==> src/soc_pkg.sv <==
// Shared types and constants for the segment occupancy checker.
// Used by the controller, the datapath, the divider and the top level.
`default_nettype none

package soc_pkg;

  // Map size and derived address widths.
  localparam int MAP_CELLS = 1048576;
  localparam int ADDR_W    = $clog2(MAP_CELLS);
  localparam int IDX_W     = 27;
  localparam logic [IDX_W-1:0] MAP_CELLS_W = IDX_W'(MAP_CELLS);

  // Field widths.
  localparam int COORD_W = 20;
  localparam int FRAC_W  = 8;
  localparam int CELL_W  = COORD_W - FRAC_W;
  localparam int DIM_W   = 13;
  localparam int THR_W   = 7;
  localparam int VAL_W   = 8;
  localparam int CFG_IDX_W = 2;

  // Internal arithmetic widths.
  localparam int GRAD_W = 38;
  localparam int WIDE_W = 58;
  localparam int NUM_W  = 56;
  localparam int DEN_W  = 38;
  localparam int WALK_W = 13;
  localparam int Q16    = 16;

  // Bit-serial multiplier length.
  localparam int MUL_STEPS = COORD_W;
  localparam int ITER_W    = $clog2(MUL_STEPS);

  // Command codes.
  localparam logic CMD_WRITE = 1'b0;
  localparam logic CMD_CHECK = 1'b1;

  // Configuration register indexes.
  localparam logic [CFG_IDX_W-1:0] CFG_MAP_WIDTH  = 2'd0;
  localparam logic [CFG_IDX_W-1:0] CFG_MAP_HEIGHT = 2'd1;
  localparam logic [CFG_IDX_W-1:0] CFG_THRESHOLD  = 2'd2;

  // Reset values of the configuration registers.
  localparam logic [DIM_W-1:0] RST_MAP_WIDTH  = 13'd1024;
  localparam logic [DIM_W-1:0] RST_MAP_HEIGHT = 13'd1024;
  localparam logic [THR_W-1:0] RST_THRESHOLD  = 7'd20;

  // Cell value that marks unknown space.
  localparam logic [VAL_W-1:0] UNKNOWN_VAL = 8'hFF;

  // Commands from the controller to the datapath.
  typedef struct packed {
    logic load;
    logic mem_wr;
    logic grad_div;
    logic col_div;
    logic take_grad;
    logic mul_step;
    logic take_c;
    logic walk_setup;
    logic look;
    logic sel;
    logic advance;
  } soc_cmd_t;

  // Status from the datapath to the controller.
  typedef struct packed {
    logic vert;
    logic shallow;
    logic walk_empty;
    logic walk_last;
    logic div_done;
    logic cell_hit;
  } soc_status_t;

endpackage

`default_nettype wire

==> src/soc_ctrl.sv <==
// Controller state machine of the segment checker: sequences the datapath
// and drives the result strobe. Uses soc_pkg for the command and status types.
`default_nettype none

module soc_ctrl
  import soc_pkg::*;
(
  input  wire logic        clk_i,
  input  wire logic        rst_ni,
  input  wire logic        start_i,
  input  wire logic        cmd_i,
  output logic             busy_o,
  output logic             done_o,
  output logic             blocked_o,
  output soc_cmd_t         dp_cmd_o,
  input  wire soc_status_t dp_status_i
);

  typedef enum logic [3:0] {
    ST_IDLE,
    ST_WRITE,
    ST_PREP,
    ST_GDIV,
    ST_MUL,
    ST_CONST,
    ST_BRANCH,
    ST_CDIV,
    ST_WALK,
    ST_LOOK0,
    ST_EVAL0,
    ST_LOOK1,
    ST_EVAL1
  } state_e;

  state_e            state_q, state_d;
  logic [ITER_W-1:0] iter_q, iter_d;
  logic              done_q, done_d;
  logic              blocked_q, blocked_d;

  // Next state, datapath commands and result.
  always_comb begin
    state_d   = state_q;
    iter_d    = iter_q;
    done_d    = 1'b0;
    blocked_d = blocked_q;
    dp_cmd_o  = '0;
    case (state_q)
      ST_IDLE: begin
        if (start_i) begin
          dp_cmd_o.load = 1'b1;
          state_d = (cmd_i == CMD_WRITE) ? ST_WRITE : ST_PREP;
        end
      end
      ST_WRITE: begin
        dp_cmd_o.mem_wr = 1'b1;
        done_d    = 1'b1;
        blocked_d = 1'b0;
        state_d   = ST_IDLE;
      end
      ST_PREP: begin
        if (dp_status_i.vert) begin
          dp_cmd_o.walk_setup = 1'b1;
          state_d = ST_WALK;
        end else begin
          dp_cmd_o.grad_div = 1'b1;
          state_d = ST_GDIV;
        end
      end
      ST_GDIV: begin
        if (dp_status_i.div_done) begin
          dp_cmd_o.take_grad = 1'b1;
          iter_d  = '0;
          state_d = ST_MUL;
        end
      end
      ST_MUL: begin
        dp_cmd_o.mul_step = 1'b1;
        iter_d = iter_q + 1'b1;
        if (iter_q == ITER_W'(MUL_STEPS - 1)) begin
          state_d = ST_CONST;
        end
      end
      ST_CONST: begin
        dp_cmd_o.take_c = 1'b1;
        state_d = ST_BRANCH;
      end
      ST_BRANCH: begin
        if (dp_status_i.shallow) begin
          dp_cmd_o.walk_setup = 1'b1;
          state_d = ST_WALK;
        end else begin
          dp_cmd_o.col_div = 1'b1;
          state_d = ST_CDIV;
        end
      end
      ST_CDIV: begin
        if (dp_status_i.div_done) begin
          dp_cmd_o.walk_setup = 1'b1;
          state_d = ST_WALK;
        end
      end
      ST_WALK: begin
        // A walk with no pairs reports clear.
        if (dp_status_i.walk_empty) begin
          done_d    = 1'b1;
          blocked_d = 1'b0;
          state_d   = ST_IDLE;
        end else begin
          state_d = ST_LOOK0;
        end
      end
      ST_LOOK0: begin
        dp_cmd_o.look = 1'b1;
        dp_cmd_o.sel  = 1'b0;
        state_d = ST_EVAL0;
      end
      ST_EVAL0: begin
        if (dp_status_i.cell_hit) begin
          done_d    = 1'b1;
          blocked_d = 1'b1;
          state_d   = ST_IDLE;
        end else begin
          state_d = ST_LOOK1;
        end
      end
      ST_LOOK1: begin
        dp_cmd_o.look = 1'b1;
        dp_cmd_o.sel  = 1'b1;
        state_d = ST_EVAL1;
      end
      ST_EVAL1: begin
        if (dp_status_i.cell_hit) begin
          done_d    = 1'b1;
          blocked_d = 1'b1;
          state_d   = ST_IDLE;
        end else if (dp_status_i.walk_last) begin
          done_d    = 1'b1;
          blocked_d = 1'b0;
          state_d   = ST_IDLE;
        end else begin
          dp_cmd_o.advance = 1'b1;
          state_d = ST_LOOK0;
        end
      end
      default: begin
        state_d = ST_IDLE;
      end
    endcase
  end

  // State and registered result.
  always_ff @(posedge clk_i or negedge rst_ni) begin
    if (!rst_ni) begin
      state_q   <= ST_IDLE;
      iter_q    <= '0;
      done_q    <= 1'b0;
      blocked_q <= 1'b0;
    end else begin
      state_q   <= state_d;
      iter_q    <= iter_d;
      done_q    <= done_d;
      blocked_q <= blocked_d;
    end
  end

  assign busy_o    = state_q != ST_IDLE;
  assign done_o    = done_q;
  assign blocked_o = blocked_q;

endmodule

`default_nettype wire
==> config.mk <==
export PLATFORM = sky130hd
export DESIGN_NAME = soc_ctrl
export DESIGN_NICKNAME = d
export VERILOG_FILES = /design/src/soc_pkg.sv /design/src/soc_ctrl.sv
export SDC_FILE = /design/constraint.sdc
export NUM_CORES = 1
export LEC_CHECK = 0
export BUFFER_PORTS_ARGS = -buffer_cell sky130_fd_sc_hd__buf_2
export CORE_UTILIZATION = 25
export DETAILED_ROUTE_END_ITERATION = 10
export PLACE_DENSITY_LB_ADDON = 0.3
export SLEW_MARGIN = 15
export SYNTH_ARGS = -nofsm -noshare
export SYNTH_HDL_FRONTEND = slang
export SYNTH_SLANG_ARGS = --single-unit
==> constraint.sdc <==
create_clock -name clk_i -period 2.5 [get_ports clk_i]
set_clock_uncertainty 0.05 [all_clocks]
set_input_delay 0.125 -clock clk_i [delete_from_list [all_inputs] [get_ports clk_i]]
set_output_delay 0.125 -clock clk_i [all_outputs]
set_load 0.01 [all_outputs]
==> flow_metrics.tcl <==
set metrics [dict create \
    outcome "finished clean" \
    power_frac_comb 0.482 \
    rsz0062_at_grt "false" \
    hpwl_um 1575 \
    grt_overflow 0 \
    grt_first_pass_wirelength_um 3629 \
    clk_pin_slew_ns 0.05 \
    worst_hold_path_type "input port to register" \
    clock_path_buffers 2 \
    syn_nets 120 \
    path_cells "mux2i_1, o21ai_0, and3_1, buf_2" \
    finalSetupTns_ns 0 \
    path_class "register to primary output" \
    p_per_area_nw_per_um2 1031 \
    gp_congestion 0.8703 \
    arrival_ns 1.78 \
    num_io_pins 24 \
    switching_share 0.4453 \
    power.share.clock 0.155 \
    grt_usage 0.1094 \
    ys_types 42 \
    drive_above_1_share 0.2891 \
    drtPass1Iterations 4 \
    critPathLaunchType "register" \
    wl_met1_um 980 \
    nNetsFinal 140 \
    cts_buffers 3 \
    dp_slack_ns 0.7302 \
    cp_top_family "flip-flops" \
    fp.dieH_um 63.35 \
    cts-htree-levels 1 \
    cts_tree "done" \
    max_cap_violations 0 \
    cp.depth 4 \
    ys_ff_latch 11 \
    io_buffer_count 23 \
    avgSynthCellArea_um2 8.632 \
    post-route-min-period_ns 1.958 \
    ff2ff_path_depth 4 \
    min_path_cells 3 \
    die_area_um2 4013 \
    clock_latency_ns 0.23 \
    synth_warnings 0 \
    path_buf_inv 1 \
    crit_required_ns 2.33 \
    crit_slowest_cell "dfrtp_1" \
    setup_viol 0 \
    worstPathMaxFanout 21 \
    die_w_um 63.35 \
    synth_flop_cell "dfrtp_1" \
    slew_headroom 0.5560 \
    worst_pin_slew_ns 0.6661 \
    rows 21 \
    antenna_cells 0 \
    final_hold_viol_count 0 \
    min_period_over_period 0.7832 \
    power.internal_mw 0.6263 \
    place_inst 169 \
    p_sw_mw 0.5028 \
    antenna_found_initial 0 \
    leakage_nw 0.4980 \
    final_common_cell "buf_2" \
    whs_ns 0.2203 \
    antenna_left 0 \
    wire_per_inst_um 11.79 \
    synthArstFlopShare 1.000 \
    synth-edff-count 0 \
    wl_um 2052 \
    wl_met2_um 1024 \
    vias 847 \
    syn_to_final_growth_pct 16.36 \
    syn_area_um2 940.9 \
    cts_sinks 11 \
    vdd_drop_max_mv 0.2604 \
    cp-end-kind "primary output" \
    drtIter0Drc 20 \
    most-common-layout-cells "23 x buf_2, 11 x dfrtp_1, 8 x nand2_1, 8 x nand2b_1, 7 x nor2_1" \
    utilization 0.3157 \
    viasPerCell 4.868 \
    post_cts_buffers 0 \
    power_frac_seq 0.363 \
    grt_start_max_net_pins 22 \
    cpPeakStageDelay_ns 0.77 \
    synth_cells 109 \
    num-fill-cells 386 \
    ctsRootBufferMaster "clkbuf_8" \
    drv_slew 0 \
    top_layer "met3" \
    fin_ws_ns 0.5421 \
    coreArea_um2 3468 \
    fmax_mhz 510.8 \
    ys_seq_area_frac 0.2926 \
    start_util 0.2713 \
    layoutNonFillerInstCount 174 \
    drc_errors 0 \
    wl_met3_um 47 \
    grt_pass1_vias 818 \
]
## area by class of cell
type / count / area (µm²) / area share
Timing Repair Buffer: 24 / 125.1 / 0.1143
Inverter: 5 / 18.77 / 0.01714
Multi-Input combinational cell: 84 / 571.8 / 0.5223
Tap cell: 46 / 57.56 / 0.05257
Clock buffer: 3 / 41.29 / 0.03771
Clock inverter: 1 / 5.005 / 0.004571
Sequential cell: 11 / 275.3 / 0.2514
## repair_timing
item / in CTS / in global routing
resized for setup: 0 / 0
hold endpoints to repair: 11 / 0
hold buffers: 1 / 0
## synthesized netlist by cell type (all sizes together) (4+ instances only)
cell	instances	share of area
nor2	8	0.035
inv	5	0.020
o22ai	4	0.027
o21ai	9	0.048
nand2b	8	0.053
buf	9	0.080
nand2	9	0.039
dfrtp	11	0.29
nand3	4	0.027
a21oi	5	0.027
## worst paths after layout
| check | start | end | slack (ns) |
|---|---|---|---|
| max | state_q[2] | dp_cmd_o[3] | 0.54 |
| min | dp_status_i[1] | state_q[1] | 0.22 |
| max reg2reg | state_q[2] | state_q[3] | 0.71 |
| min reg2reg | blocked_o | blocked_o | 0.46 |
| max in group asynchronous | rst_ni | blocked_o | 1.97 |
| min in group asynchronous | rst_ni | iter_q[0] | 0.23 |
## metrics by stage
stage,cell area (µm²),total power [mW]
global route,1095,1.239
finish,1095,1.129
floorplan,940.9,0.8670
detailed placement,1039,0.9606
CTS,1095,1.139
global placement,1039,0.9517
## state kept, by name (all words and copies together) (netlist names)
| register | flops |
|---|---|
| done_o | 1 |
| state_q | 4 |
| iter_q | 5 |
| blocked_o | 1 |
## worst reg2reg max path, stage by stage (launching register included)
cell,delay (ns)
dfrtp_1,0.62
nand2b_1,0.31
a2111oi_2,0.43
a311oi_1,0.11
a21oi_1,0.18
## cell families after synthesis
logic type / Yosys count / synth area share
AOI/OAI and AO/OA: 31 / 0.2513
xor gates and xnor gates: 2 / 0.01862
adders and majority gates: 1 / 0.01330
buffers and inverters: 14 / 0.09972
DFF: 11 / 0.2925
muxes: 2 / 0.02128
and+or+nand+nor: 48 / 0.3032
## power by group through the flow
stage | sequential (mW) | clock (mW) | combinational [mW]
2_1_floorplan | 0.311 | 0 | 0.556
3_3_place_gp | 0.408 | 0 | 0.544
3_5_place_dp | 0.410 | 0 | 0.551
4_1_cts | 0.409 | 0.178 | 0.552
5_1_grt | 0.435 | 0.187 | 0.618
6_report | 0.410 | 0.175 | 0.544
## per-layer routing
metal / track usage / vias up
met3: 0.009058 / 0
met4: 0.03125 / 0
met5: 0 / -
met1: 0.1414 / 408
met2: 0.1915 / 9
li1: - / 430
Note: power is estimated with default switching activity, not from simulation.
